[config.mk]
export PLATFORM = sky130hd
export DESIGN_NAME = wmps_ram
export DESIGN_NICKNAME = d
export VERILOG_FILES = /design/src/wmps_ram.sv
export SDC_FILE = /design/constraint.sdc
export NUM_CORES = 2
export LEC_CHECK = 0
export BUFFER_PORTS_ARGS = -buffer_cell sky130_fd_sc_hd__clkbuf_2
export CELL_PAD_IN_SITES_DETAIL_PLACEMENT = 0
export CELL_PAD_IN_SITES_GLOBAL_PLACEMENT = 1
export CORE_AREA = 8 8 430 432
export CTS_BUF_LIST = sky130_fd_sc_hd__clkbuf_2 sky130_fd_sc_hd__clkbuf_4 sky130_fd_sc_hd__clkbuf_8
export DETAILED_ROUTE_END_ITERATION = 8
export DIE_AREA = 0 0 438 440
export GPL_TIMING_DRIVEN = 0
export MAX_ROUTING_LAYER = met4
export PLACE_DENSITY_LB_ADDON = 0.1
export SYNTH_ARGS = -nofsm -noshare
export SYNTH_HDL_FRONTEND = slang
export SYNTH_SLANG_ARGS = --single-unit
[constraint.sdc]
create_clock -name i_clk -period 4.9 [get_ports i_clk]
set_input_delay 0.245 -clock i_clk [delete_from_list [all_inputs] [get_ports i_clk]]
set_output_delay 0.245 -clock i_clk [all_outputs]
set_load 0.05 [all_outputs]
[src/wmps_ram.sv]
`timescale 1ns / 1ps
`default_nettype none

module wmps_ram #(
    parameter int WIDTH = 8,
    parameter int DEPTH = 256
) (
    input  wire logic                     i_clk,
    input  wire logic                     i_we,
    input  wire logic [$clog2(DEPTH)-1:0] i_waddr,
    input  wire logic [WIDTH-1:0]         i_wdata,
    input  wire logic                     i_re,
    input  wire logic [$clog2(DEPTH)-1:0] i_raddr,
    output logic      [WIDTH-1:0]         o_rdata
);

    logic [WIDTH-1:0] r_mem [DEPTH];
    logic [WIDTH-1:0] r_rdata;

    always_ff @(posedge i_clk) begin
        if (i_we) begin
            r_mem[i_waddr] <= i_wdata;
        end
        if (i_re) begin
            r_rdata <= r_mem[i_raddr];
        end
    end

    assign o_rdata = r_rdata;

endmodule

`default_nettype wire

After elaboration in Yosys (flattened, before gate mapping)
Memories as Yosys holds them, arrays and structs flattened. A register that Yosys moved wholly into a read port is not among the register bits.
Cells that the tools add are included.
{"block": "word_totals", "mem_bits_ro": 0, "ram_bits": 2048, "latchBits": 0, "in_bits": 27, "n_memories": 1, "regBits": 0, "out_inout_bits": 8}
{"block": "classes", "n_shift": 0, "mul": 0, "reduce_logical": 0, "bitwise": 0, "magnitude_cmp": 0, "muxes": 2, "addsub": 0, "div": 0, "n_eq_ne": 0}
{"memory": "r_mem", "words": 256, "word_bits": 8, "rd": 1, "rd_ports_with_merged_regs": 1, "write_ports": 1, "line": "17", "rtl": "logic [WIDTH-1:0] r_mem [DEPTH];"}
{"cell": "$mux W1", "n": 2}

Depth between registers and ports, before layout
{"block": "logic_depth", "ltp_word": 2, "depth_mapped": 11}

Least setup slack after synthesis
OpenSTA, ideal clock, no wires.
{"block": "synth_path", "kind": "input-to-reg", "start": "input port i_raddr[0]", "end": "register r_rdata[2], in the netlist o_rdata[2], read port of r_mem, data pin", "path_buffers": 4, "required_time_ps": 4631, "arrival_ps": 2052, "slack_ps": 2579, "setup_time_ps": 269, "cell_stages": 9, "path_cell_list": "buf_6 -> buf_12 -> buf_8 -> buf_2 -> mux4_2 -> a22oi_1 -> a21oi_1 -> nor4_1 -> nor4_2"}
{"element": "from (decl)", "line": "13", "rtl": "input wire logic [$clog2(DEPTH)-1:0] i_raddr,"}
{"element": "to (decl)", "line": "18", "rtl": "logic [WIDTH-1:0] r_rdata;"}

==> results by group <==
Status
  • Status: complete, but fails checks
  • Violated checks: capacitance limit, slew limit

Worst hold path
  • Hold depth: 3
  • Hold worst-path end: r_mem[155][3]
  • HP Start: i_waddr[0]
  • Worst min-delay path category: primary input to flip-flop

Placement
  • Cell count after placement: 6134
  • Final HPWL DP: 172000 um
  • IO buf count: 27
  • Routability congestion estimate: 0.920

Power and ir drop
  • Worst vdd ir: 298 uV
  • Leakage: 0.0279 uW
  • Pwr dens: 406 nW/um2

Route
  • DRC violations left: 0
  • Antenna-violating nets left: 0
  • DR WL/cell: 38.7 um
  • DR iter-0 viols: 5476
  • Pre-antenna DRT Iters: 6
  • DR vias/cell: 6.18
  • Vias: 41816
  • Routed wire length: 262000 um

Clocking
  • CTS HTree Levels: 5
  • Cts bufs inserted: 352
  • Clock slew at reported path FFs: 0.06 ns
  • Clk buf depth: 4
  • Worst-skew pair later-pin latency: 1.04 ns
  • PostCTS Resize Cnt: 0
  • CTS root buffer: clkbuf_8
  • Clock sinks: 2056
  • TritonCTS clock tree: yes

Finish
  • Share of cells above drive strength 1: 26.1%
  • Synth-to-layout area growth: 13.0%
  • Area of the multi-input gates: 16500 um2
  • Nets: 4176
  • FF/Latch Area: 61700 um2
  • Fill cell count: 14527
  • Non-filler instance count after layout: 6762
  • Fin util: 50.7%

Global routing
  • Vias in the first global route: 42093
  • First-pass GRT wire length: 352000 um
  • GR Util All Layers: 27.6%
  • Initial antenna violation count: 18
  • Largest net degree at the start of global routing: 135
  • GRT overflow: 0

Worst setup path
  • R2R setup slack: 0.95 ns
  • Worst path top cell family by delay: buffers and inverters
  • Setup crit end kind: flip-flop
  • Critical path startpoint category: primary input
  • Crit path cell chain: clkbuf_2, buf_2, and2_1, buf_1, clkbuf_1, a22oi_1, a21oi_1, nor3_1, nor4_1
  • FF-to-FF End: o_rdata[3]
  • Worst EP arrival: 5.21 ns
  • Critical path peak fanout: 10
  • Critical Path Max Stage Delay: 1.12 ns
  • Number of buffers and inverters on the critical path: 4
  • R2R depth: 7
  • Worst R2R Start: r_mem[83][3]
  • Crit path max-delay cell type: nor4_1
  • Critical Path RT: 5.54 ns
  • Critical path class: primary input to flip-flop

Floorplan
  • # IOs: 35
  • Die area: 193000 um2
  • Die height: 440 um
  • CORE AREA: 178000 um2
  • DIE WIDTH: 438 um
  • Initial core utilization: 44.8%
  • Row count: 155

Timing
  • RSZ-0062 raised after global routing: no
  • Max-slew violations: 38
  • Least-Margin Pin Slew: 1.66 ns
  • Rel. slew slack: -10.7%
  • Final setup TNS: 0 ns
  • Final setup violation count: 0
  • Ratio of final minimum period to clock period: 93.3%
  • Crit path time final: 4.57 ns
  • Final Skew: 0.0576 ns
  • Fin. Hold Viols: 0
  • Fmax achieved: 219 MHz

Synthesis
  • Sequential fraction of the synthesis area: 77.5%
  • Cells after Synth: 3733
  • Synth top area share: 77.5%
  • Leading area contributor after synthesis: edfxtp_1
  • EDFF count, synth: 2056
  • Synth Register Bits: 2056
  • Count leader, synth: edfxtp_1
  • FFs w/ async S/R, synth: 0%
  • Mean Syn Cell Area: 21.3 um2
  • Synth top cells by count: edfxtp_1, mux4_2, nor2_1
  • Top FF cell, synth: edfxtp_1
  • Syn Std Cell Area: 79600 um2
  • YS warnings: 0
  • Mapped Nets: 3760
  • Synth area leaders: edfxtp_1, mux4_2, mux2i_1
  • Unique masters post-synth: 54

Run
  • Max_cap viols: 6
==> metrics by stage <==
| step | total power [uW] | setup slack (ns) | cell area (um2) | hold WS [ns] |
|---|---|---|---|---|
| CTS | 36700 | 0.523 | 90000 | 0.00999 |
| global placement | 22000 | -1.05 | 82700 | 0.798 |
| global route | 37500 | 0.640 | 90000 | 0.0979 |
| detailed placement | 22000 | -0.626 | 83300 | 0.640 |
| floorplan | 20800 | 2.58 | 79600 | 0.344 |
| finish | 36500 | 0.327 | 90000 | 0.131 |
==> logic make-up (layout without fill, tap and decap cells) <==
kind of cell / Yosys count / count (layout) / share of synthesized area [%]
other cells: 0 / 9 / 0
flops: 2056 / 2056 / 77.5
buf+inv: 235 / 900 / 1.83
simple gates: 466 / 466 / 2.63
mux: 591 / 591 / 14.6
compound gates: 385 / 385 / 3.42
==> worst reg2reg max path: cells and delay by family, from the launching register on <==
family	cells	cell delay, ns
flops	1	0.35
mux	1	0.50
buf+inv	1	0.21
simple gates	2	0.93
compound gates	3	1.71
==> what timing repair did <==
| item | 4_1_cts | 5_1_grt |
|---|---|---|
| hold buffers | 14 | 0 |
| setup buffers | 0 | 0 |
| endpoints found under the setup margin | 0 | 0 |
| hold endpoints to repair | 957 | 0 |
==> layout by cell type, fill, tap and decap left out, types with 22 or more instances in the layout <==
cell type  synthesis  layout
a21oi_1           96      96
a22oi_1          133     133
buf_2             31      37
buf_4             27      29
clkbuf_1         111      93
clkbuf_2           0      37
clkbuf_4           0      97
clkbuf_8           0     369
clkinv_1           1     100
clkinv_2           0      32
edfxtp_1        2056    2056
mux2i_1          134     134
mux4_2           454     454
nand2_1           33      33
nand3_1           34      34
nor2_1           282     282
nor2b_1           31      31
nor3_1            22      22
o221ai_1          46      46
o22ai_1           28      28
==> report_power, final <==
part	total [uW]	internal (uW)	switching, uW
logic	2190	639	1550
clock network	14900	8000	6910
registers	19400	19400	16.2
total	36500	28000	8470
==> worst max-delay path by stage <==
stage / endpoint / cells after the start / startpoint
finish: o_rdata[7] / 9 / i_raddr[2]
global route: o_rdata[7] / 9 / i_raddr[2]
CTS: o_rdata[7] / 7 / i_raddr[3]
detailed placement: o_rdata[7] / 7 / i_raddr[3]
global placement: o_rdata[3] / 7 / i_raddr[3]
floorplan: o_rdata[2] / 9 / i_raddr[0]
==> area by class of cell <==
class	instances	share of cell area (%)
sequential	2056	68.6
clock inverter	145	0.933
buffer	233	1.64
tap	2355	3.27
clock buffer	458	6.33
multi-input combinational	1442	18.3
inverter	2	0.00834
timing repair buffer	62	0.879
antenna	9	0.0250
==> per-layer routing <==
layer	global-route usage (%)	up-vias	share of wire [%]
met3	6.57	480	8.6
met1	36.3	22579	40
met5	-	-	0
met2	42.2	2155	47
met4	10.3	0	4.2
li1	-	16602	-
==> registers in the layout (all words and copies together) (netlist names) <==
signal and cells:
r_mem 2048, o_rdata 8
(Power assumes the default switching activity.)
