--- src/wmps_pkg.sv ---
`timescale 1ns / 1ps
`default_nettype none

package wmps_pkg;

    localparam int MAX_ROWS   = 256;
    localparam int MAX_COLS   = 256;
    localparam int NUM_LABELS = 16;

    localparam int DEPTH   = MAX_ROWS * MAX_COLS;
    localparam int ADDR_W  = $clog2(DEPTH);
    localparam int CFG_W   = 9;
    localparam int DIM_MAX = (MAX_ROWS > MAX_COLS) ? MAX_ROWS : MAX_COLS;
    localparam int SZ_W0   = $clog2(DIM_MAX + 1);
    localparam int SZ_W    = (SZ_W0 > CFG_W) ? SZ_W0 : CFG_W;

    localparam int CFG_IDX_W = 2;
    localparam logic [CFG_IDX_W-1:0] CFG_EVAL_CLASS = 2'd0;
    localparam logic [CFG_IDX_W-1:0] CFG_IMAGE_ROWS = 2'd1;
    localparam logic [CFG_IDX_W-1:0] CFG_IMAGE_COLS = 2'd2;

    localparam logic REQ_SPLAT = 1'b0;
    localparam logic REQ_READ  = 1'b1;

    localparam logic [7:0] LABEL_HIT  = 8'd255;
    localparam logic [7:0] LABEL_MISS = 8'd0;

    typedef struct packed {
        logic [15:0] best_peak;
        logic [7:0]  best_id;
        logic [15:0] eval_peak;
    } t_pix;

    typedef struct packed {
        logic signed [CFG_W-1:0] eval_class;
        logic [SZ_W-1:0]         rows_eff;
        logic [SZ_W-1:0]         cols_eff;
    } t_cfg;

    typedef struct packed {
        logic [7:0] left;
        logic [7:0] right;
        logic [7:0] top;
        logic [7:0] bottom;
    } t_win;

    typedef struct packed {
        logic              active;
        logic              last;
        logic [ADDR_W-1:0] addr;
    } t_scan;

    typedef struct packed {
        logic [7:0]  label_out;
        logic [15:0] prob_out;
        logic [7:0]  best_class;
    } t_res;

    function automatic logic [ADDR_W-1:0] pix_addr(input logic [7:0] row,
                                                   input logic [7:0] col);
        pix_addr = ADDR_W'(row) * ADDR_W'(MAX_COLS) + ADDR_W'(col);
    endfunction

endpackage

`default_nettype wire

--- src/wmps_cfg_if.sv ---
`timescale 1ns / 1ps
`default_nettype none

interface wmps_cfg_if;
    import wmps_pkg::*;
    logic                 valid;
    logic                 ready;
    logic [CFG_IDX_W-1:0] index;
    logic [CFG_W-1:0]     data;

    modport source (output valid, index, data, input ready);
    modport sink (input valid, index, data, output ready);
endinterface

`default_nettype wire

--- src/wmps_cfg_regs.sv ---
`timescale 1ns / 1ps
`default_nettype none

module wmps_cfg_regs (
    input  wire logic     i_clk,
    input  wire logic     i_rst_n,
    wmps_cfg_if.sink      i_cfg,
    output wmps_pkg::t_cfg o_cfg
);
    import wmps_pkg::*;

    logic [CFG_W-1:0] r_eval_class;
    logic [CFG_W-1:0] r_image_rows;
    logic [CFG_W-1:0] r_image_cols;

    assign i_cfg.ready = 1'b1;

    always_ff @(posedge i_clk) begin
        if (!i_rst_n) begin
            r_eval_class <= 9'h1FF;
            r_image_rows <= 9'd256;
            r_image_cols <= 9'd256;
        end else if (i_cfg.valid) begin
            case (i_cfg.index)
                CFG_EVAL_CLASS: r_eval_class <= i_cfg.data;
                CFG_IMAGE_ROWS: r_image_rows <= i_cfg.data;
                CFG_IMAGE_COLS: r_image_cols <= i_cfg.data;
                default: ;
            endcase
        end
    end

    // clip the size registers to the store geometry
    always_comb begin
        o_cfg.eval_class = r_eval_class;
        o_cfg.rows_eff   = (SZ_W'(r_image_rows) < SZ_W'(MAX_ROWS)) ?
                           SZ_W'(r_image_rows) : SZ_W'(MAX_ROWS);
        o_cfg.cols_eff   = (SZ_W'(r_image_cols) < SZ_W'(MAX_COLS)) ?
                           SZ_W'(r_image_cols) : SZ_W'(MAX_COLS);
    end

endmodule

`default_nettype wire

--- src/flat_wrapper.sv ---
// flat-port wrapper written by rule: the top's interface ports become plain ports
module wmps_cfg_regs_flat import wmps_pkg::*;
  (i_clk, i_rst_n, o_cfg, i_cfg_valid, i_cfg_index, i_cfg_data, i_cfg_ready);
  wmps_cfg_if i_cfg_i ();
  input  wire logic i_clk;
  input  wire logic i_rst_n;
  output wmps_pkg::t_cfg o_cfg;
  input wire logic [$bits(i_cfg_i.valid)-1:0] i_cfg_valid;
  input wire logic [$bits(i_cfg_i.index)-1:0] i_cfg_index;
  input wire logic [$bits(i_cfg_i.data)-1:0] i_cfg_data;
  output wire logic [$bits(i_cfg_i.ready)-1:0] i_cfg_ready;
  assign i_cfg_i.valid = i_cfg_valid;
  assign i_cfg_i.index = i_cfg_index;
  assign i_cfg_i.data = i_cfg_data;
  assign i_cfg_ready = i_cfg_i.ready;
  wmps_cfg_regs u_core (.i_clk(i_clk), .i_rst_n(i_rst_n), .i_cfg(i_cfg_i), .o_cfg(o_cfg));
endmodule
--- config.mk ---
export PLATFORM = sky130hd
export DESIGN_NAME = wmps_cfg_regs_flat
export DESIGN_NICKNAME = d
export VERILOG_FILES = /design/src/wmps_pkg.sv /design/src/wmps_cfg_if.sv /design/src/wmps_cfg_regs.sv /design/src/flat_wrapper.sv
export SDC_FILE = /design/constraint.sdc
export NUM_CORES = 1
export LEC_CHECK = 0
export BUFFER_PORTS_ARGS = -buffer_cell sky130_fd_sc_hd__buf_2
export CELL_PAD_IN_SITES_DETAIL_PLACEMENT = 0
export CELL_PAD_IN_SITES_GLOBAL_PLACEMENT = 2
export CORE_MARGIN = 2
export CORE_UTILIZATION = 28
export CTS_CLUSTER_SIZE = 24
export DETAILED_ROUTE_END_ITERATION = 10
export GPL_TIMING_DRIVEN = 1
export PLACE_DENSITY_LB_ADDON = 0.1
export SLEW_MARGIN = 20
export SYNTH_ARGS = -nofsm -noshare
export SYNTH_HDL_FRONTEND = slang
export SYNTH_SLANG_ARGS = --single-unit
--- constraint.sdc ---
create_clock -name i_clk -period 1.4 [get_ports i_clk]
set_clock_uncertainty 0.15 [all_clocks]
set_input_delay 0.21 -clock i_clk [delete_from_list [all_inputs] [get_ports i_clk]]
set_output_delay 0.21 -clock i_clk [all_outputs]
set_load 0.01 [all_outputs]
## Word level (Yosys, flattened, before mapping)

Cells that the tools add are included.

| storage, ports and cells | value |
|---|---|
| input port bits | 14 |
| output and inout bits | 28 |
| bits in registers | 27 |
| logic and storage cells | 13 |

| cells by class | value |
|---|---|
| eq/ne operators | 2 |
| multiplexer cells | 2 |
| order comparisons | 2 |
| reduce and logical (&&, ||, !) cells | 4 |

Operator list:

| operator | count |
|---|---|
| $lt 9x9->1 const B | 2 |
| $mux 9 | 2 |
| $reduce_and 2->1 | 3 |
| $eq 2x1->1 const B | 1 |
| $eq 2x2->1 const B | 1 |
| $logic_not 2->1 | 1 |

## Depth between registers and ports, before layout

| depth | value |
|---|---|
| depth after elaboration | 2 |
| mapped depth | 4 |
| depth with buffers taken out | 2 |

## Worst setup path after synthesis

OpenSTA, ideal clock, no wires.

| path | value |
|---|---|
| path type | input to register |
| start point | in i_cfg_index[0] |
| end point | reg u_core.r_eval_class[8] |
| required time | 1.178 ns |
| setup slack | 0.292 ns |
| library setup time | 0.072 ns |
| cell stages on the path | 3 |
| arrival | 0.886 ns |
| buffers on the path | 1 |
| path through | buf_2 > nor3b_4 > mux2i_1 |

| between the ends | value |
|---|---|
| word-level cells in the longest chain between the ends | 2 |

Ends and longest elaborated chain:

| what | line | RTL |
|---|---|---|
| from (decl) | flat_wrapper.sv:9 | `input wire logic [$bits(i_cfg_i.index)-1:0] i_cfg_index;` |
| $logic_not 2->1 | wmps_cfg_regs.sv:24 | `case (i_cfg.index)` |
| $reduce_and 2->1 (no source line) | n/a |  |
| to (signal assigned) | wmps_cfg_regs.sv:25 | `CFG_EVAL_CLASS: r_eval_class <= i_cfg.data;` |
| to (decl) | wmps_cfg_regs.sv:12 | `logic [CFG_W-1:0] r_eval_class;` |

No other way between the ends.
A chain may end at the register's enable or synchronous reset.

==> flow_metrics.py <==
metrics = {
    "routing": {
        "dr_total_vias": 964,
        "drtAntennaViolNets": 0,
        "dr.first_iter.drc_count": 22,
        "dr.pass1.iters": 4,
        "wl_mm": 2.86,
        "route.detailed.drc": 0,
        "wire_per_inst_um": 13.1,
        "drt-vias-per-instance": 4.42,
    },
    "run": {
        "maxCapViolCount": 0,
    },
    "placed_design": {
        "io_buffer_count": 40,
        "dp_worst_setup_slack_ns": 0.0976,
        "gp_congestion": 0.683,
        "hpwl_mm": 2.15,
        "dpl_cell_area_um2": 1470,
    },
    "floorplanning": {
        "die_w_um": 70.4,
        "start_util": 0.288,
        "core_um2": 4290,
        "rows": 24,
        "die_y_um": 70.4,
        "ioPinCount": 42,
        "die_area_um2": 4960,
    },
    "finish": {
        "drive_above_1_share": 0.307,
        "fin_nets": 181,
        "fin_area_um2": 1520,
        "final_cell_mix": "buf_2, dfxtp_1, nand2_1",
        "area_growth_syn_to_layout_pct": 23.1,
        "fin_util": 0.354,
        "mostFrequentLayoutCell": "buf_2",
        "n_antenna_cell": 0,
    },
    "global_route": {
        "grt_pass1_vias": 972,
        "grt_util_all_layers": 0.117,
        "antenna_found_initial": 0,
        "grt_pass1_wl_mm": 4.63,
        "gr-total-overflow": 0,
        "grt_max_degree": 16,
    },
    "logic_synthesis": {
        "synth_seq_cells": 27,
        "synth_top_area_cell": "dfxtp_1",
        "synth_area_leaders": "dfxtp_1, mux2i_1, nor2b_1, nand2_1, nand4bb_1",
        "synth.yosys.seq_area_share": 0.437,
        "mappedNetlistNets": 144,
        "avgSynthCellArea_um2": 9.51,
        "postSynthCellCount": 130,
        "yosysUniqueCellTypes": 14,
        "synth-warning-count": 0,
        "synth_area_um2": 1240,
        "yosysTopAreaCellShare": 0.437,
    },
    "timing": {
        "final-hold-violation-count": 0,
        "rsz0062_at_grt": "false",
        "fin_ws_ns": 0.104,
        "slew_viol_final": 0,
        "min_period_ns": 1.30,
        "tns_ns": 0,
        "timing.fmax_mhz": 772,
        "setup_viol": 0,
        "final.period_utilization": 0.925,
    },
    "hold_path": {
        "hold_class": "in2reg",
    },
    "clock_network": {
        "ctsResizeCount": 2,
        "numCtsBuffers": 3,
        "clk_pin_slew_ns": 0.09,
        "post-cts-setup-buffers": 0,
        "clock_sinks": 27,
        "cts_hold_buf": 0,
        "cts_tree": "yes",
        "clock_path_buffers": 2,
        "insertion_delay_ns": 0.27,
        "h-tree-depth": 1,
        "cts_root_buffer": "clkbuf_8",
    },
    "critical_path": {
        "worstPathMaxFanout": 10,
        "start_kind": "register",
        "worst_ep_arrival_time_ns": 0.94,
        "endpoint_kind": "primary output",
        "crit_required_ns": 1.04,
        "crit_type": "reg2out",
    },
    "pwr": {
        "p_per_area_nw_per_um2": 939,
        "ir_worst_vdd_mv": 0.357,
        "p_total_mw": 1.43,
        "leakage_nw": 0.707,
    },
    "outcome": {
        "status": "finished, final reports clean",
    },
}
[metal layers]
layer	global-route usage	vias to the layer above	part of all wire
met5	0	-	0
met4	0.0385	0	0.010
met3	0.0245	4	0.047
met2	0.191	25	0.47
met1	0.154	436	0.48
li1	-	499	-
[power breakdown]
part           switching (mW)  total (mW)  internal (mW)
Clock                   0.243       0.442          0.199
Combinational          0.0895       0.168         0.0782
Sequential             0.0189       0.818          0.799
[metrics by stage]
stage	hold slack [ns]	instances
after floorplan	0.222	130
after global placement	0.291	214
after detailed placement	0.296	214
after CTS	0.0726	218
after global routing	0.0820	218
final	0.0677	218
[area by class of cell]
cell class,count,area [um2]
Timing Repair Buffer,44,243
Sequential cell,27,543
Tap cell,52,65.1
Fill cell,463,2770
Clock buffer,3,41.3
Inverter,8,30.0
Clock inverter,1,5.00
Multi-Input combinational cell,83,594
[final timing paths]
check / cells past startpoint / slack, ns / start / to
setup / recovery: 2 / 0.10 / u_core.r_image_cols[8] / o_cfg[0]
hold / removal: 3 / 0.07 / i_cfg_data[8] / u_core.r_image_rows[8]
setup reg to reg: 2 / 0.55 / u_core.r_image_cols[8] / u_core.r_image_cols[8]
hold reg to reg: 2 / 0.31 / u_core.r_image_cols[5] / u_core.r_image_cols[5]
[flip-flops by register name, summed over array words and instances (netlist names)]
register and cells:
u_core.r_image_rows 9, u_core.r_eval_class 9, u_core.r_image_cols 9
[Yosys cell counts]
cell,count
mux2i_1,19
nand4bb_1,8
dfxtp_1,27
clkbuf_1,3
o211ai_1,8
inv_1,8
nor3b_4,1
nand2_1,24
buf_4,6
conb_1,1
nor2b_1,20
nand3b_1,1
and3b_1,1
buf_2,3
[worst max-delay path, cell delays in order (launching register included)]
cell and delay, ns:
dfxtp_2 0.45, nor2b_1 0.07, buf_2 0.14
[cell families (layout without fill, tap and decap cells)]
family / Yosys count / count (layout) / synth area share
and+or+nand+nor: 55 / 55 / 0.275
other: 1 / 1 / 0.00303
buffers and inverters: 20 / 56 / 0.0820
AOI/OAI and AO/OA: 8 / 8 / 0.0486
DFF: 27 / 27 / 0.437
muxes: 19 / 19 / 0.154
Note: power is estimated with default switching activity, not from simulation.
