==> src/wmps_pkg.sv <==
`timescale 1ns / 1ps
`default_nettype none

package wmps_pkg;

    localparam int MAX_ROWS   = 256;
    localparam int MAX_COLS   = 256;
    localparam int NUM_LABELS = 16;

    localparam int DEPTH   = MAX_ROWS * MAX_COLS;
    localparam int ADDR_W  = $clog2(DEPTH);
    localparam int CFG_W   = 9;
    localparam int DIM_MAX = (MAX_ROWS > MAX_COLS) ? MAX_ROWS : MAX_COLS;
    localparam int SZ_W0   = $clog2(DIM_MAX + 1);
    localparam int SZ_W    = (SZ_W0 > CFG_W) ? SZ_W0 : CFG_W;

    localparam int CFG_IDX_W = 2;
    localparam logic [CFG_IDX_W-1:0] CFG_EVAL_CLASS = 2'd0;
    localparam logic [CFG_IDX_W-1:0] CFG_IMAGE_ROWS = 2'd1;
    localparam logic [CFG_IDX_W-1:0] CFG_IMAGE_COLS = 2'd2;

    localparam logic REQ_SPLAT = 1'b0;
    localparam logic REQ_READ  = 1'b1;

    localparam logic [7:0] LABEL_HIT  = 8'd255;
    localparam logic [7:0] LABEL_MISS = 8'd0;

    typedef struct packed {
        logic [15:0] best_peak;
        logic [7:0]  best_id;
        logic [15:0] eval_peak;
    } t_pix;

    typedef struct packed {
        logic signed [CFG_W-1:0] eval_class;
        logic [SZ_W-1:0]         rows_eff;
        logic [SZ_W-1:0]         cols_eff;
    } t_cfg;

    typedef struct packed {
        logic [7:0] left;
        logic [7:0] right;
        logic [7:0] top;
        logic [7:0] bottom;
    } t_win;

    typedef struct packed {
        logic              active;
        logic              last;
        logic [ADDR_W-1:0] addr;
    } t_scan;

    typedef struct packed {
        logic [7:0]  label_out;
        logic [15:0] prob_out;
        logic [7:0]  best_class;
    } t_res;

    function automatic logic [ADDR_W-1:0] pix_addr(input logic [7:0] row,
                                                   input logic [7:0] col);
        pix_addr = ADDR_W'(row) * ADDR_W'(MAX_COLS) + ADDR_W'(col);
    endfunction

endpackage

`default_nettype wire

==> src/wmps_win_scan.sv <==
`timescale 1ns / 1ps
`default_nettype none

module wmps_win_scan (
    input  wire logic           i_clk,
    input  wire logic           i_rst_n,
    input  wire logic           i_start,
    input  wire wmps_pkg::t_win i_win,
    output wmps_pkg::t_scan     o_scan
);
    import wmps_pkg::*;

    logic       r_active;
    logic [7:0] r_row;
    logic [7:0] r_col;
    logic [7:0] r_left;
    logic [7:0] r_right;
    logic [7:0] r_bottom;
    logic       end_col;
    logic       end_row;

    assign end_col = (r_col == r_right);
    assign end_row = (r_row == r_bottom);

    always_ff @(posedge i_clk) begin
        if (!i_rst_n) begin
            r_active <= 1'b0;
        end else if (i_start) begin
            r_active <= 1'b1;
        end else if (r_active && end_col && end_row) begin
            r_active <= 1'b0;
        end
    end

    // raster walk, one pixel per cycle
    always_ff @(posedge i_clk) begin
        if (i_start) begin
            r_row    <= i_win.top;
            r_col    <= i_win.left;
            r_left   <= i_win.left;
            r_right  <= i_win.right;
            r_bottom <= i_win.bottom;
        end else if (r_active) begin
            if (end_col) begin
                r_col <= r_left;
                r_row <= r_row + 8'd1;
            end else begin
                r_col <= r_col + 8'd1;
            end
        end
    end

    always_comb begin
        o_scan.active = r_active;
        o_scan.last   = r_active && end_col && end_row;
        o_scan.addr   = pix_addr(r_row, r_col);
    end

endmodule

`default_nettype wire

==> config.mk <==
export PLATFORM = sky130hd
export DESIGN_NAME = wmps_win_scan
export DESIGN_NICKNAME = d
export VERILOG_FILES = /design/src/wmps_pkg.sv /design/src/wmps_win_scan.sv
export SDC_FILE = /design/constraint.sdc
export NUM_CORES = 1
export LEC_CHECK = 0
export BUFFER_PORTS_ARGS = -buffer_cell sky130_fd_sc_hd__buf_2
export CORE_UTILIZATION = 30
export DETAILED_ROUTE_END_ITERATION = 12
export PLACE_DENSITY = 0.54
export SYNTH_ARGS = -nofsm -noshare
export SYNTH_HDL_FRONTEND = slang
export SYNTH_SLANG_ARGS = --single-unit
==> constraint.sdc <==
create_clock -name i_clk -period 2.95 [get_ports i_clk]
set_input_delay 0.4425 -clock i_clk [delete_from_list [all_inputs] [get_ports i_clk]]
set_output_delay 0.4425 -clock i_clk [all_outputs]
set_load 0.01 [all_outputs]
Yosys cells after proc, flatten, opt, wreduce, memory -nomap -nowiden:

Cells that the tools add are included.

* reduce and logical (&&, ||, !) cells: 6
* add/subtract/negate cells: 3
* eq/ne operators: 2
* muxes and demuxes: 8

Operators by type and width (number)
* $mux 8: 6
* $add 16x8->16: 1
* $add 8x1->8 const B: 2
* $eq 8x8->1: 2
* $reduce_bool 2->1: 3
* $logic_and 1x1->1: 2
* $mux 1: 2
* $reduce_and 2->1: 1

* register bits: 41
* output and inout bits: 18
* word-level logic and storage cells: 25
* input port bits: 35

Depth between registers and ports, before layout:

Gate-level depths: netlist of the first run.

* word-level depth: 5
* gate-level depth with buffers: 5
* gate-level depth less buffers: 5

Worst setup path before layout of the first run:

Ideal clock, no wire load.

* kind: register to output
* start: register r_col[2]
* end: output o_scan[16] (netlist bit)
* path slack: 0.836 ns
* required time: 2.508 ns
* cell stages (with the launch flop): 6
* arrival: 1.672 ns
* buffers on the path: 1
* path through: edfxtp_1 -> xor2_1 -> nor4_4 -> and2_1 -> buf_6 -> and4_1

RTL lines
* from (decl): line wmps_win_scan.sv:15 `logic [7:0] r_col;`
* from (signal assigned): line wmps_win_scan.sv:39 `r_col <= i_win.left;`
* from (signal assigned): line wmps_win_scan.sv:45 `r_col <= r_left;`
* from (signal assigned): line wmps_win_scan.sv:48 `r_col <= r_col + 8'd1;`
* to (decl): line wmps_win_scan.sv:9 `output wmps_pkg::t_scan o_scan`

==> impl_metrics.csv, run 1 <==
group,metric,value,unit
worst_setup_path,cp.buffers_inverters,2,
drt,detail_route.wl_per_cell,14.32,um
sta,finalClockSkew,0.007179,ns
sta,relSlewSlack,0.3382,
sta,min_period,2.661,ns
min_path,hold_end,"r_bottom[3]",
placement,gp_congestion,0.7291,
sta,fin_crit_sh,0.9022,
floorplan,dieHeight,83.02,um
min_path,hold_class,"in2reg",
worst_setup_path,cp-start-kind,"flip-flop",
sta,whs,0.3193,ns
sta,clock.fmax,375.7,MHz
pwr,ir_drop,235.4,uV
clocking,post-cts-setup-buffers,0,
grt,overflow,0,
synthesis,synthCells,148,
grt,grt.total_usage,0.1223,
drt,drc,0,
clocking,cts_made_buffers,5,
outcome,status,"finished clean",
sta,worst_slew_pin_slew,0.9928,ns
sta,hold_violations,0,
synthesis,syn_area,0.001969,mm^2
synthesis,synth_top_cells_by_count,"edfxtp_1 (40), xor2_1 (22), nand3_1 (9)",
drt,drt_pass1_iterations,5,
sta,setup_ws,0.2886,ns
floorplan,io_pins,53,
synthesis,yosysTopAreaCell,"edfxtp_1",
synthesis,synth_enable_flop_cells,40,
floorplan,initial_utilization,0.3101,
clocking,path_clk_slew,0.08,ns
synthesis,syn-num-nets,185,
synthesis,async_flop_share,0,
clocking,cts_max_path_buffers,2,
floorplan,die_w,83.02,um
sta,maxSlewViolCount,0,
job,maxCapViolations,0,
clocking,cts_htree_levels,2,
floorplan,core_area,0.006350,mm^2
drt,ant_nets,0,
final_layout,layout.nets,241,
placement,io_buffers,52,
final_layout,drive_above_1_share,0.3220,
floorplan,fp-row-count,29,
final_layout,final_cell_area,0.002397,mm^2
worst_setup_path,crit_type,"reg2out",
placement,dp_hpwl,2897,um
worst_setup_path,cp.arrival,2.22,ns
synthesis,ys_warn_count,0,
placement,dpl-instance-area,0.002315,mm^2
worst_setup_path,worst-r2r-setup-slack,0.67,ns
worst_setup_path,path_cells,"xor2_1 > nor4_4 > buf_4 > and2_1 > and4_1 > buf_2",
grt,antenna_found_initial,0,
worst_setup_path,cp_slowest_cell,"edfxtp_1",
worst_setup_path,reg2reg_from,"r_col[2]",
worst_setup_path,path_max_fanout,10,
synthesis,netlist.area_leader.share,0.6099,
clocking,worstSkewPairLatency,0.29,ns
worst_setup_path,r2r_cells,5,
synthesis,synth_ff_type,"edfxtp_1",
grt,grt_first_pass_wirelength,6706,um
drt,vias,1325,
final_layout,syn_to_final_growth,21.73,%
pwr,power_leakage,0.9638,nW
pwr,power.density,543.4,mW/mm^2
clocking,ctsHoldBuffers,0,
drt,drt_iter0_drc,75,
synthesis,yosysMostFrequentCell,"edfxtp_1",
synthesis,synth.yosys.seq_area_share,0.6201,
grt,grt_pass1_vias,1357,
sta,rsz0062_at_grt,"false",
final_layout,antenna_cells,0,
drt,drt-total-wl,4038,um
worst_setup_path,r2r_end,"r_row[4]",
clocking,tritoncts,"yes",
drt,via_per_inst,4.699,
synthesis,ys_top_cells_by_area,"edfxtp_1 (61%), xor2_1 (9.8%), xnor2_1 (2.7%)",
worst_setup_path,crit_path_end_kind,"output port",
clocking,cts_resized,0,
placement,dp_slack,0.5937,ns
worst_setup_path,cp.required,2.51,ns
clocking,ctsRootBufferMaster,"clkbuf_8",
worst_setup_path,slowest_delay,0.49,ns
sta,setup_tns,0,ns
sta,setup_viol,0,
synthesis,synth_seq_cells,41,
synthesis,avgSynthCellArea,13.31,um^2
worst_setup_path,critical_path.top_delay_family,"simple AND/OR/NAND/NOR gates",
clocking,cts.sinks,41,
min_path,worstHoldStart,"i_win[3]",
synthesis,ys_types,32,
grt,grt_start_max_net_pins,55,
floorplan,die_area,0.006892,mm^2
min_path,holdPathStages,1,
==> worst reg2reg max path: stages (launching register included) <==
cell and delay, ns:
edfxtp_1 0.49, xor2_1 0.21, nor4_4 0.26, buf_4 0.21, and2_1 0.37, a21o_1 0.40
==> area by class of cell <==
class	instances	area, um^2
flip-flops and latches	41	1221
clock buffers	6	72.57
repair buffers	55	282.8
clock inverters	2	10.01
inverters	7	26.28
multi-input cells	94	688.2
well taps	77	96.34
fillers	623	3953
==> worst max path at each step <==
stage             start         end  cells after the start  slack [ns]
2_1_floorplan  r_col[2]  o_scan[16]                      5        0.84
3_3_place_gp   r_col[2]  o_scan[16]                      6        0.63
3_5_place_dp   r_col[2]  o_scan[16]                      6        0.59
4_1_cts        r_col[2]  o_scan[16]                      6        0.26
5_1_grt        r_col[2]  o_scan[16]                      6        0.16
6_report       r_col[2]  o_scan[16]                      6        0.29
==> sequential cells by signal, summed over array words and instances, names as in the netlist <==
| register | count |
|---|---|
| r_active | 1 |
| r_left | 8 |
| r_right | 8 |
| r_col | 8 |
| r_bottom | 8 |
| r_row | 8 |
==> report_power, final <==
part,leakage [nW],internal (mW),total [mW],switching (mW)
registers,0.401,0.701,0.746,0.0452
clock network,0.0450,0.164,0.357,0.193
logic,0.517,0.0929,0.199,0.106
==> kinds of logic after synthesis <==
| logic type | synth area share |
|---|---|
| fa+ha+maj | 0.01270 |
| compound gates | 0.08641 |
| buf+inv | 0.03050 |
| xor+xnor | 0.1245 |
| simple gates | 0.1201 |
| mux | 0.005718 |
| flops | 0.6201 |
==> per-layer routing <==
layer / routed length (um) / up-vias / GRT usage
li1: - / 663 / -
met1: 1917 / 608 / 0.1668
met2: 1824 / 49 / 0.1818
met3: 261 / 5 / 0.04970
met4: 34 / 0 / 0.02821
met5: 0 / - / 0
==> metrics by stage <==
stage	std cells	total power, mW	util
5_1_grt	282	1.374	0.3775
6_report	282	1.303	0.3775
4_1_cts	282	1.323	0.3775
3_3_place_gp	274	0.9606	0.3645
2_1_floorplan	148	0.8740	-
3_5_place_dp	274	0.9631	0.3645
==> cells in the final DEF (no fill, tap or decap), types with 2 or more instances in the layout <==
| cell type | instances |
|---|---|
| buf_2 | 52 |
| o21ai_0 | 7 |
| nand2b_1 | 2 |
| edfxtp_1 | 40 |
| clkinv_2 | 2 |
| o31a_1 | 3 |
| a211oi_1 | 2 |
| nor4_4 | 2 |
| clkbuf_8 | 5 |
| buf_4 | 3 |
| xnor2_1 | 6 |
| a221oi_1 | 3 |
| inv_1 | 7 |
| a32oi_1 | 3 |
| ha_1 | 2 |
| and3_1 | 5 |
| nor2_1 | 7 |
| xor2_1 | 22 |
| nand3_1 | 9 |
| nor4_1 | 2 |
| nand2_1 | 8 |
Power figures use the tool's default switching activity.
==> inputs of run 2 (changes only) <==
--- a/config.mk
+++ b/config.mk
@@ -5,10 +5,11 @@
 export SDC_FILE = /design/constraint.sdc
 export NUM_CORES = 1
 export LEC_CHECK = 0
+export ABC_AREA = 1
 export BUFFER_PORTS_ARGS = -buffer_cell sky130_fd_sc_hd__buf_2
 export CORE_UTILIZATION = 30
 export DETAILED_ROUTE_END_ITERATION = 12
-export PLACE_DENSITY = 0.54
+export PLACE_DENSITY = 0.53
 export SYNTH_ARGS = -nofsm -noshare
 export SYNTH_HDL_FRONTEND = slang
 export SYNTH_SLANG_ARGS = --single-unit
==> run 2 against run 1 <==
Worst hold slack worse by 0.0026 ns; register-to-register slack better by 0.45 ns; final area up 4.7%; power up 2.2%; final cell count up 19%; clock skew down 0.00081 ns; largest cell class unchanged; setup slack better by 0.52 ns; utilization up 0.69 points; highest routed layer unchanged; maximum frequency up 24%; combinational power up 5%; via count up 12%; synthesized cell count up 36%; critical path type unchanged.
==> impl_metrics.csv, run 2 <==
group,metric,value,unit
outcome,status,"finished clean",
grt,grt_first_pass_wirelength,6755,um
synthesis,synth_enable_flop_cells,40,
clocking,ctsRootBufferMaster,"clkbuf_8",
clocking,post-cts-setup-buffers,0,
worst_setup_path,r2r_cells,7,
synthesis,synth_ff_type,"edfxtp_1",
floorplan,fp-row-count,29,
worst_setup_path,path_max_fanout,10,
synthesis,synthMuxAreaShare,0,
worst_setup_path,path_cells,"inv_1 > nand2_1 > nand2_2 > nand2_4 > nor2_8 > nand3_2 > nor2_4 > buf_2",
worst_setup_path,cp.required,2.51,ns
min_path,hold_end,"r_bottom[0]",
worst_setup_path,r2r_end,"r_row[3]",
sta,rsz0062_at_grt,"false",
floorplan,initial_utilization,0.3182,
grt,grt.total_usage,0.1240,
grt,overflow,0,
final_layout,antenna_cells,0,
drt,ant_nets,0,
grt,grt_start_max_net_pins,27,
placement,io_buffers,52,
placement,gp_congestion,0.7114,
floorplan,io_pins,53,
worst_setup_path,slowest_delay,0.48,ns
sta,setup_viol,0,
clocking,ctsHoldBuffers,0,
clocking,tritoncts,"yes",
sta,hold_violations,0,
min_path,worstHoldStart,"i_win[0]",
grt,grt_pass1_vias,1393,
worst_setup_path,cp_slowest_cell,"edfxtp_1",
worst_setup_path,crit_type,"reg2out",
sta,setup_tns,0,ns
synthesis,synth_top_cells_by_count,"nand2_1 (66), edfxtp_1 (40), inv_1 (18)",
placement,dp_hpwl,3072,um
synthesis,synth_seq_cells,41,
final_layout,layout_common_cells,"nand2_1 (66), buf_2 (52), edfxtp_1 (40)",
drt,vias,1479,
sta,clock.fmax,466.9,MHz
sta,maxSlewViolCount,0,
synthesis,yosysTopAreaCell,"edfxtp_1",
synthesis,yosysMostFrequentCell,"nand2_1",
sta,finalClockSkew,0.006368,ns
drt,drt_pass1_iterations,4,
grt,met3_usage,0.03794,
sta,whs,0.3167,ns
final_layout,drive_above_1_share,0.2664,
synthesis,ys_types,30,
clocking,cts_made_buffers,5,
clocking,cts.sinks,41,
worst_setup_path,cp-start-kind,"flip-flop",
grt,grtUsageMet2,0.1891,
final_layout,final_cell_area,0.002511,mm^2
drt,detail_route.wl_per_cell,12.19,um
synthesis,synth-compound-area-share,0.03913,
synthesis,synth_top_family_by_area,"simple AND/OR/NAND/NOR gates",
pwr,ir_drop,258.1,uV
worst_setup_path,worst-r2r-setup-slack,1.12,ns
floorplan,core_area,0.006531,mm^2
min_path,holdPathStages,1,
clocking,worstSkewPairLatency,0.29,ns
synthesis,ys_top_cells_by_area,"edfxtp_1 (58%), nand2_1 (12%), xnor2_1 (4.6%)",
sta,fin_crit_sh,0.7260,
final_layout,final_common_cell,"nand2_1",
synthesis,ys_warn_count,0,
floorplan,die_w,85.23,um
clocking,path_clk_slew,0.08,ns
sta,worst_slew_pin_slew,0.4893,ns
synthesis,synth_fa_ha_area_frac,0.01204,
synthesis,async_flop_share,0,
sta,relSlewSlack,0.6735,
pwr,power.density,530.4,mW/mm^2
clocking,cts_max_path_buffers,2,
job,maxCapViolations,0,
synthesis,avgSynthCellArea,10.29,um^2
min_path,hold_class,"in2reg",
drt,via_per_inst,4.402,
synthesis,synth-xor-area-share,0.05900,
pwr,power_leakage,1.144,nW
final_layout,layout.nets,295,
placement,dpl-instance-area,0.002421,mm^2
sta,min_period,2.142,ns
drt,drt-total-wl,4095,um
grt,busiest_layer,"met2",
synthesis,synth.yosys.seq_area_share,0.5876,
floorplan,die_area,0.007264,mm^2
grt,grt_use_met1,0.1623,
drt,drt_iter0_drc,95,
final_layout,syn_to_final_growth,20.83,%
synthesis,netlist.area_leader.share,0.5780,
synthesis,syn-num-nets,239,
floorplan,dieHeight,85.23,um
synthesis,synthSimpleGateAreaFrac,0.2595,
worst_setup_path,crit_path_end_kind,"output port",
clocking,cts_resized,0,
worst_setup_path,cp.arrival,1.70,ns
synthesis,synthCells,202,
grt,antenna_found_initial,0,
clocking,cts_htree_levels,2,
synthesis,syn_area,0.002078,mm^2
worst_setup_path,reg2reg_from,"r_col[5]",
drt,drc,0,
[run 2: cells by family after synthesis]
kind of cell | Yosys count
simple gates | 110
flops | 41
buf+inv | 22
xor+xnor | 14
compound gates | 13
fa+ha+maj | 2
[run 2: per-layer routing]
| metal | part of all wire | wire length, um |
|---|---|---|
| met3 | 0.052 | 214 |
| met1 | 0.48 | 1952 |
| met2 | 0.45 | 1857 |
| met5 | 0 | 0 |
| met4 | 0.017 | 71 |
[run 2: final cells by class]
type                            instances  area [um^2]
Tap cell                               77        96.34
Clock buffer                            8        90.09
Sequential cell                        41         1221
Fill cell                             676         4020
Inverter                               18        67.56
Timing Repair Buffer                   53        267.8
Multi-Input combinational cell        139        768.2
[run 2: worst max-delay path by stage]
stage | startpoint | endpoint | slack, ns | depth (start not counted)
floorplan | r_col[5] | o_scan[16] | 1.30 | 7
global placement | r_col[0] | o_scan[16] | 1.09 | 8
detailed placement | i_start | r_col[2] | 1.03 | 3
CTS | r_col[0] | o_scan[16] | 0.76 | 8
global route | r_col[5] | o_scan[16] | 0.66 | 8
finish | r_col[5] | o_scan[16] | 0.81 | 8
[run 2: per-stage QoR]
step                total power [mW]  instances  worst slack [ns]  utilization
floorplan                     0.8871        202             1.305            -
global placement              0.9660        328             1.088       0.3707
detailed placement            0.9702        328             1.032       0.3707
CTS                            1.354        336            0.7596       0.3845
global route                   1.406        336            0.6642       0.3845
finish                         1.332        336            0.8083       0.3845
[run 2: power by group]
part,total [mW],internal (mW),leakage (nW),switching [mW]
Clock,0.380,0.191,0.0455,0.189
Sequential,0.743,0.700,0.404,0.0427
Combinational,0.209,0.0916,0.694,0.118
[run 2: critical path, delay by kind of cell, from the launching register on]
| family | cells | cell delay, ns |
|---|---|---|
| flip-flops | 1 | 0.48 |
| buffers and inverters | 2 | 0.27 |
| AND/OR/NAND/NOR | 6 | 0.65 |
==> inputs of run 3 (changes only) <==
--- a/config.mk
+++ b/config.mk
@@ -9,7 +9,7 @@
 export BUFFER_PORTS_ARGS = -buffer_cell sky130_fd_sc_hd__buf_2
 export CORE_UTILIZATION = 30
 export DETAILED_ROUTE_END_ITERATION = 12
-export PLACE_DENSITY = 0.53
+export PLACE_DENSITY = 0.55
 export SYNTH_ARGS = -nofsm -noshare
 export SYNTH_HDL_FRONTEND = slang
 export SYNTH_SLANG_ARGS = --single-unit
==> constraint.sdc (replaced) <==
create_clock -name i_clk -period 1.8 [get_ports i_clk]
set_input_delay 0.27 -clock i_clk [delete_from_list [all_inputs] [get_ports i_clk]]
set_output_delay 0.27 -clock i_clk [all_outputs]
set_load 0.01 [all_outputs]
==> run 3 against run 2 <==
Routed wire length increased by 3.2%; first-iteration DRC count decreased by 66%; critical path depth decreased by 2; combinational power increased by 110%; non-clock buffer count increased by 24; sequential power increased by 62%; count of clock-buffer cells in the layout decreased by 3; die area unchanged; sequential cell count unchanged; clock skew increased by 0.0020 ns; setup slack got worse by 0.74 ns; critical path type unchanged; largest cell class unchanged.
==> impl_metrics.csv, run 3 (synthesis gave the netlist of run 2 again) <==
group,metric,value,unit
outcome,status,"finished clean",
worst_setup_path,crit_path_end_kind,"output port",
min_path,worstHoldStart,"i_win[4]",
clocking,cts_made_buffers,5,
final_layout,drive_above_1_share,0.3604,
floorplan,initial_utilization,0.3182,
worst_setup_path,path_cells,"xnor2_1 > nand2_2 > nor2_8 > nand3_4 > nor2_4 > buf_6",
placement,dpl-instance-area,0.002474,mm^2
drt,drt_iter0_drc,32,
final_layout,final_util,0.4180,
sta,rsz0062_at_grt,"true",
drt,dr_wl_met2,2010,um
placement,place_inst,335,
worst_setup_path,slowest_delay,0.43,ns
sta,setup_ws,0.07249,ns
clocking,ctsHoldBuffers,0,
worst_setup_path,reg2reg_from,"r_col[0]",
placement,io_buffers,52,
worst_setup_path,cp_num_cells,6,
drt,drt_pass1_iterations,4,
worst_setup_path,cp.arrival,1.46,ns
worst_setup_path,cp-start-kind,"flip-flop",
placement,dp_hpwl,3131,um
job,maxCapViolations,0,
clocking,cts.sinks,41,
floorplan,dieHeight,85.23,um
clocking,worstSkewPairLatency,0.29,ns
grt,grt_pass1_vias,1495,
sta,worst_slew_pin_slew,0.3997,ns
grt,antenna_found_initial,1,
sta,finalClockSkew,0.008383,ns
drt,wl_met3,274,um
grt,grt.total_usage,0.1246,
worst_setup_path,cp_slowest_cell,"edfxtp_1",
pwr,power.density,826.4,mW/mm^2
worst_setup_path,cp.required,1.53,ns
sta,setup_tns,0,ns
floorplan,fp-row-count,29,
floorplan,die_w,85.23,um
floorplan,io_pins,53,
placement,gp_congestion,0.7023,
clocking,cts_max_path_buffers,2,
grt,grt_start_max_net_pins,25,
sta,min_period,1.728,ns
pwr,ir_drop,318.9,uV
final_layout,layout_common_cells,"nand2_1 (62), buf_2 (51), edfxtp_1 (40)",
worst_setup_path,worst-r2r-setup-slack,0.16,ns
worst_setup_path,cp.buffers_inverters,1,
pwr,power_leakage,1.267,nW
floorplan,core_area,0.006531,mm^2
final_layout,stdcell_count,360,
final_layout,fillers,648,
final_layout,syn_to_final_growth,31.37,%
sta,hold_violations,0,
grt,overflow,0,
worst_setup_path,r2r_end,"r_col[6]",
sta,setup_viol,0,
final_layout,layout.nets,319,
floorplan,die_area,0.007264,mm^2
sta,clock.fmax,578.9,MHz
drt,detail_route.wl_per_cell,11.74,um
min_path,holdPathStages,1,
final_layout,multi_input_area,800.8,um^2
clocking,ctsRootBufferMaster,"clkbuf_8",
min_path,hold_end,"r_bottom[4]",
clocking,tritoncts,"yes",
final_layout,antenna_cells,0,
sta,relSlewSlack,0.7335,
drt,wl_met1,1917,um
drt,via_per_inst,4.414,
worst_setup_path,crit_type,"reg2out",
sta,maxSlewViolCount,0,
grt,grt_first_pass_wirelength,6865,um
final_layout,final_cell_area,0.002730,mm^2
clocking,cts_htree_levels,2,
drt,topRoutingLayerUsed,"met5",
final_layout,regArea,0.001221,mm^2
worst_setup_path,r2r_cells,9,
final_layout,final_common_cell,"nand2_1",
drt,drc,0,
drt,ant_nets,0,
worst_setup_path,critical_path.top_delay_family,"flip-flops",
min_path,hold_class,"in2reg",
drt,vias,1589,
placement,dp_slack,0.09094,ns
worst_setup_path,path_max_fanout,2,
clocking,path_clk_slew,0.09,ns
sta,fin_crit_sh,0.9597,
drt,drt-total-wl,4228,um
-- run 3: cell types whose count changed in the layout (fill, tap and decap cells not counted), moves of 2 or more --
cell,delta
clkbuf_1,-2
nand2_1,-4
buf_4,+24
nand2_2,+4
-- run 3: how the worst max path moves through the flow --
stage	start	to	slack (ns)
finish	r_col[2]	o_scan[16]	0.07
global route	r_col[1]	o_scan[16]	-0.04
CTS	r_col[4]	o_scan[16]	-0.01
detailed placement	r_col[0]	r_row[7]	0.09
global placement	r_col[0]	r_col[6]	0.17
floorplan	r_col[5]	r_row[0]	0.17
-- run 3: cell type report --
class                           count  share of cell area
Clock buffer                        5             0.02521
Tap cell                           77             0.03529
Sequential cell                    41              0.4473
Clock inverter                      3            0.007791
Multi-Input combinational cell    139              0.2933
Timing Repair Buffer               77              0.1664
Inverter                           18             0.02475
-- run 3: where the power goes --
| group | switching, mW | total, mW | internal (mW) |
|---|---|---|---|
| Combinational | 0.233 | 0.443 | 0.210 |
| Sequential | 0.0516 | 1.20 | 1.15 |
| Clock | 0.340 | 0.615 | 0.275 |
| Total | 0.624 | 2.26 | 1.63 |
-- run 3: repair_timing --
action | 4_1_cts | 5_1_grt
hold endpoints to repair | 0 | 0
gates resized for setup | 3 | 7
endpoints found under the setup margin | 1 | 2
buffers inserted | 9 | 8
pin swaps | 4 | 7
-- run 3: stage by stage --
step | power [mW] | hold slack, ns
floorplan | 1.454 | 0.3689
global placement | 1.604 | 0.4468
detailed placement | 1.607 | 0.4481
CTS | 2.249 | 0.1346
global route | 2.382 | 0.1257
finish | 2.256 | 0.1435
-- run 3: layer usage --
layer / up-vias / GRT usage
li1: 835 / -
met1: 704 / 0.1481
met2: 44 / 0.2082
met3: 4 / 0.04669
met4: 2 / 0.04160
met5: - / 0
